===== config.mk =====
export PLATFORM = sky130hd
export DESIGN_NAME = mpfr_ctrl
export DESIGN_NICKNAME = d
export VERILOG_FILES = /design/src/hw/rtl/mpfr_pkg.sv /design/src/hw/rtl/mpfr_ctrl.sv
export SDC_FILE = /design/constraint.sdc
export NUM_CORES = 1
export LEC_CHECK = 0
export BUFFER_PORTS_ARGS = -buffer_cell sky130_fd_sc_hd__buf_2
export CAP_MARGIN = 20
export CORE_AREA = 2 2 39 41
export CTS_BUF_LIST = sky130_fd_sc_hd__clkbuf_2 sky130_fd_sc_hd__clkbuf_4 sky130_fd_sc_hd__clkbuf_8
export CTS_CLUSTER_SIZE = 28
export DETAILED_ROUTE_END_ITERATION = 16
export DIE_AREA = 0 0 41 43
export PLACE_DENSITY_LB_ADDON = 0.08
export REMOVE_ABC_BUFFERS = 1
export SLEW_MARGIN = 20
export SYNTH_ARGS = -nofsm -noshare
export SYNTH_HDL_FRONTEND = slang
export SYNTH_SLANG_ARGS = --single-unit

===== constraint.sdc =====
create_clock -name clk -period 1.5 [get_ports clk]
set_input_delay 0.225 -clock clk [delete_from_list [all_inputs] [get_ports clk]]
set_output_delay 0.225 -clock clk [all_outputs]
set_load 0.03 [all_outputs]

===== src/hw/rtl/mpfr_pkg.sv =====
// Shared types and constants for the mask-based feature record pruner.
// Used by mpfr_ctrl, mpfr_dp and mask_prune_feature_records.
`default_nettype none

package mpfr_pkg;

	localparam int DEF_MAX_RECORDS     = 256;
	localparam int DEF_MAX_MASK_WIDTH  = 128;
	localparam int DEF_MAX_MASK_HEIGHT = 128;

	// Rounding of an 8.8 coordinate to the nearest pixel.
	localparam logic [15:0] ROUND_BIAS = 16'h0080;
	localparam int          FRAC_BITS  = 8;

	typedef enum logic [2:0] {
		OP_MASK_WR = 3'd0,
		OP_APPEND  = 3'd1,
		OP_PRUNE   = 3'd2,
		OP_READ    = 3'd3,
		OP_CLEAR   = 3'd4
	} opcode_t;

	typedef enum logic [1:0] {
		STAT_OK       = 2'd0,
		STAT_BAD_MASK = 2'd1,
		STAT_OVERFLOW = 2'd2,
		STAT_BAD_SLOT = 2'd3
	} status_t;

	typedef enum logic {
		CFG_WIDTH  = 1'b0,
		CFG_HEIGHT = 1'b1
	} cfg_index_t;

	typedef enum logic [2:0] {
		ST_IDLE,
		ST_WALK,
		ST_CALC,
		ST_MREAD,
		ST_DECIDE,
		ST_MOVE,
		ST_SLOT,
		ST_POST
	} state_t;

	typedef struct packed {
		logic [15:0] x;
		logic [15:0] y;
		logic [7:0]  idx;
	} rec_t;

	// Commands from the controller to the datapath.
	typedef struct packed {
		logic    mask_wr;
		logic    append;
		logic    clear;
		logic    res_err;
		status_t code;
		logic    prune_start;
		logic    walk_rd;
		logic    calc;
		logic    mask_rd;
		logic    drop;
		logic    keep;
		logic    move_wr;
		logic    prune_done;
		logic    slot_rd;
		logic    slot_ld;
		logic    out_load;
	} cmd_t;

	// Status from the datapath to the controller.
	typedef struct packed {
		logic mask_bad;
		logic ovf;
		logic slot_ok;
		logic walk_more;
		logic drop_hit;
		logic out_free;
	} sts_t;

endpackage

`default_nettype wire


===== src/hw/rtl/mpfr_ctrl.sv =====
// Controller state machine for the feature record pruner.
// Depends on mpfr_pkg; drives the command struct consumed by mpfr_dp.
`default_nettype none

module mpfr_ctrl (
	input  wire logic          clk,
	input  wire logic          arst_n,
	input  wire logic          in_valid,
	input  wire logic [2:0]    opcode,
	input  mpfr_pkg::sts_t     sts,
	output mpfr_pkg::cmd_t     cmd,
	output logic               in_stall
);
	import mpfr_pkg::*;

	state_t state_q;
	state_t state_d;
	logic   accept;

	assign in_stall = (state_q != ST_IDLE);
	assign accept   = in_valid && (state_q == ST_IDLE);

	always_ff @(posedge clk or negedge arst_n) begin
		if (!arst_n) begin
			state_q <= ST_IDLE;
		end else begin
			state_q <= state_d;
		end
	end

	always_comb begin
		state_d = state_q;
		unique case (state_q)
			ST_IDLE: begin
				if (accept) begin
					unique case (opcode_t'(opcode))
						OP_PRUNE: begin
							if (sts.mask_bad || sts.ovf) begin
								state_d = ST_POST;
							end else begin
								state_d = ST_WALK;
							end
						end
						OP_READ: begin
							state_d = sts.slot_ok ? ST_SLOT : ST_POST;
						end
						default: state_d = ST_IDLE;
					endcase
				end
			end
			ST_WALK:   state_d = sts.walk_more ? ST_CALC : ST_POST;
			ST_CALC:   state_d = ST_MREAD;
			ST_MREAD:  state_d = ST_DECIDE;
			ST_DECIDE: state_d = sts.drop_hit ? ST_MOVE : ST_WALK;
			ST_MOVE:   state_d = ST_WALK;
			ST_SLOT:   state_d = ST_POST;
			ST_POST:   state_d = sts.out_free ? ST_IDLE : ST_POST;
			default:   state_d = ST_IDLE;
		endcase
	end

	always_comb begin
		cmd = '0;
		cmd.code = STAT_OK;
		unique case (state_q)
			ST_IDLE: begin
				if (accept) begin
					unique case (opcode_t'(opcode))
						OP_MASK_WR: cmd.mask_wr = 1'b1;
						OP_APPEND:  cmd.append  = 1'b1;
						OP_CLEAR:   cmd.clear   = 1'b1;
						OP_PRUNE: begin
							// The mask size check takes precedence over overflow.
							if (sts.mask_bad) begin
								cmd.res_err = 1'b1;
								cmd.code    = STAT_BAD_MASK;
							end else if (sts.ovf) begin
								cmd.res_err = 1'b1;
								cmd.code    = STAT_OVERFLOW;
							end else begin
								cmd.prune_start = 1'b1;
							end
						end
						OP_READ: begin
							if (sts.slot_ok) begin
								cmd.slot_rd = 1'b1;
							end else begin
								cmd.res_err = 1'b1;
								cmd.code    = STAT_BAD_SLOT;
							end
						end
						default: cmd = cmd;
					endcase
				end
			end
			ST_WALK: begin
				if (sts.walk_more) begin
					cmd.walk_rd = 1'b1;
				end else begin
					cmd.prune_done = 1'b1;
				end
			end
			ST_CALC:  cmd.calc    = 1'b1;
			ST_MREAD: cmd.mask_rd = 1'b1;
			ST_DECIDE: begin
				if (sts.drop_hit) begin
					cmd.drop = 1'b1;
				end else begin
					cmd.keep = 1'b1;
				end
			end
			ST_MOVE: cmd.move_wr  = 1'b1;
			ST_SLOT: cmd.slot_ld  = 1'b1;
			ST_POST: cmd.out_load = sts.out_free;
			default: cmd = cmd;
		endcase
	end

endmodule

`default_nettype wire


==> metrics.md <==
| Metric | Value |
|---|---|
| Run status | finished, violations left |
| Failing checks | negative setup slack |
| Post-layout util | 0.608 |
| Hold Crit Depth | 3 |
| CP Cell Sequence | nor3_4, inv_2, nor4b_2, buf_4 |
| Critical path's top delay family | simple AND/OR/NAND/NOR gates |
| Reg2reg setup slack | 0.24 ns |
| Die Span Y | 43 um |
| Synth top area share | 0.187 |
| CP max FO | 5 |
| Vias per inst | approximately 5 |
| Yosys reg bits | 3 |
| Top cell type by total area after synthesis | dfrtp_1 |
| Post-synth EDFFs | 0 |
| DRC viols | 0 |
| Layout cell share with drive strength beyond 1 | 0.667 |
| Vias in the first global route | 507 |
| TritonCTS clock tree | yes |
| HPWL Detailed | just under 900 um |
| Post-synth ARST share | 1.00 |
| Hold path start | in_valid |
| Max Cap Viol | 0 |
| Nets | between 100 and 150 |
| Placer Congestion | 0.664 |
| Vias post-DR | between 500 and 600 |
| Worst-path clk slew | 0.04 ns |
| Core box area | 1380 um2 |
| DIE AREA | about 1800 um2 |
| I/O Buffers | 29 |
| Remaining antenna violation count after routing | 0 |
| H-tree Lvls | 1 |
| First-pass GRT wire length | 2.06 mm |
| DR WL/cell | around 12 um |
| Setup Viol. Count Final | 13 |
| Synth Instances | 57 |
| Worst slew margin | 0.786 |
| RSZ-0062 raised after global routing | yes |
| Syn Area/Cell | 7.05 um2 |
| Max clock buf depth | 2 |
| Clock root buffer | clkbuf_4 |
| IO Pins | 30 |
| Mapped Area | 402 um2 |
| Peak per-stage delay on the critical path | 0.40 ns |
| DR pass1 iterations | 3 |
| N_diodes | 0 |
| Routed WL | 1.33 mm |
| Fin Clk Skew | 0.00101 ns |
| Clock sink count | 3 |
| Worst Path Arrival | 1.44 ns |
| Slowest-stage cell, CP | dfrtp_1 |
| Max reg flops | 3 |
| Leading registers by flop count | state_q: 3 flops |
| Reg2reg start | state_q[0] |
| Pins Over Slew Limit | 0 |
| GRT Total Usage | 0.171 |
| Worst Setup Start Kind | register |
| Buffers plus inverters on the worst setup path | 2 |
| Global route overflow | 0 |
| Cell variety after synth | 26 |
| Worst skew pair latency | 0.24 ns |
| Final Hold Vio Count | 0 |
| Commonest cells post-synth | nand2_1, nor2_1, a21oi_1 |
| CP required | about 1.3 ns |
| 1st-iter DRT viols | 6 |
| Crit. End Element | output port |
| Hold WS | between 0.2 and 0.3 ns |
| Fmax | roughly 600 MHz |
| Largest Register | state_q |
| Leak | about 0.37 nW |
| YS warnings | 0 |
| Initial Utilization | 0.290 |
| Peak supply drop | 0.581 mV |
| CTS Buf Count | 3 |
| Synth-to-Final Area Change | 110% |
| R2r endpoint | state_q[2] |
| Worst r2r path cells | 5 |
| Worst Hold Class | input port to register |
| Worst Setup Slack, final | -0.164 ns |
| Post-synthesis sequential area ratio | 0.187 |
| Largest net degree at the start of global routing | 12 |
| Kind of critical path | register to output port |
| Die width | 41 um |
| Measured slew at the worst slew-check pin | between 0.3 and 0.4 ns |
| Minimum clock period | 1.66 ns |
| PwrDens | between 1500 and 2000 nW/um2 |
| Final period util | 1.11 |
| Synth top area cells | dfrtp_1, nand2_1, nor2_1 |
| Antenna violations before repair | 0 |
| Cell Rows | 14 |
| Worst Hold End | state_q[0] |
| Ys flop type | dfrtp_1 |
-- through the flow --
step	power, W	setup WS [ns]	std cells	setup TNS [ns]	instance area [um2]
2_1_floorplan	0.000659	-0.599	53	-2.49	369
3_3_place_gp	0.000924	0.0741	103	0	572
3_5_place_dp	0.000921	0.0501	103	0	572
4_1_cts	0.00116	-0.202	109	-1.27	683
5_1_grt	0.00159	-0.270	112	-2.66	842
6_report	0.00148	-0.164	112	-1.42	842
-- worst max path at each step --
stage,to,slack (ns),start,cells after the start
2_1_floorplan,cmd[14],-0.60,state_q[2],3
3_3_place_gp,cmd[14],0.07,state_q[2],4
3_5_place_dp,cmd[14],0.05,state_q[2],4
4_1_cts,cmd[16],-0.20,state_q[0],4
5_1_grt,cmd[16],-0.27,state_q[0],4
6_report,cmd[16],-0.16,state_q[0],4
-- cell usage in the layout (no fill, tap or decap), drive strengths merged, types with 2 or more instances in the layout --
cell type	count
buf	38
nand3	2
clkbuf	4
or3	2
nor4b	2
a21oi	5
nor2b	2
nand2	10
nor3	2
o21ai	2
nor3b	2
dfrtp	3
nor2	10
inv	3
-- cells by family after synthesis --
group / share of synthesized area
compound gates: 0.140
buf+inv: 0.109
flops: 0.187
simple gates: 0.564
-- metal layers --
metal  track usage  up-vias  share of wire
met1         0.201      259           0.36
met2         0.272       24           0.57
li1              -      275              -
met4        0.0400        0              0
met3        0.0785        0          0.071
met5             0        -              0
-- tightest hold or removal path, stage by stage --
cell and delay [ns]:
buf_2 0.11, nor2_1 0.10, a31oi_1 0.05
-- power by group --
group	switching [W]	total (W)	internal (W)	leakage [nW]
combinational	0.000613	0.00114	0.000528	0.315
clock	0.0000458	0.000164	0.000118	0.0184
sequential	0.0000513	0.000175	0.000124	0.0364
total	0.000710	0.00148	0.000770	0.370
-- layout make-up --
type | count | area (um2)
clock buffer | 4 | 30.0
sequential | 3 | 75.1
multi-input combinational | 47 | 374
timing repair buffer | 39 | 332
tap | 16 | 20.0
inverter | 3 | 11.3
fill | 135 | 542
-- timing repair --
item / CTS / global route
hold buffers: 1 / 0
resized for setup: 19 / 42
pin swaps: 4 / 6
hold endpoints to repair: 3 / 0
setup buffers: 1 / 3
endpoints found under the setup margin: 12 / 17
No activity file was read; power rests on OpenSTA's default activity.
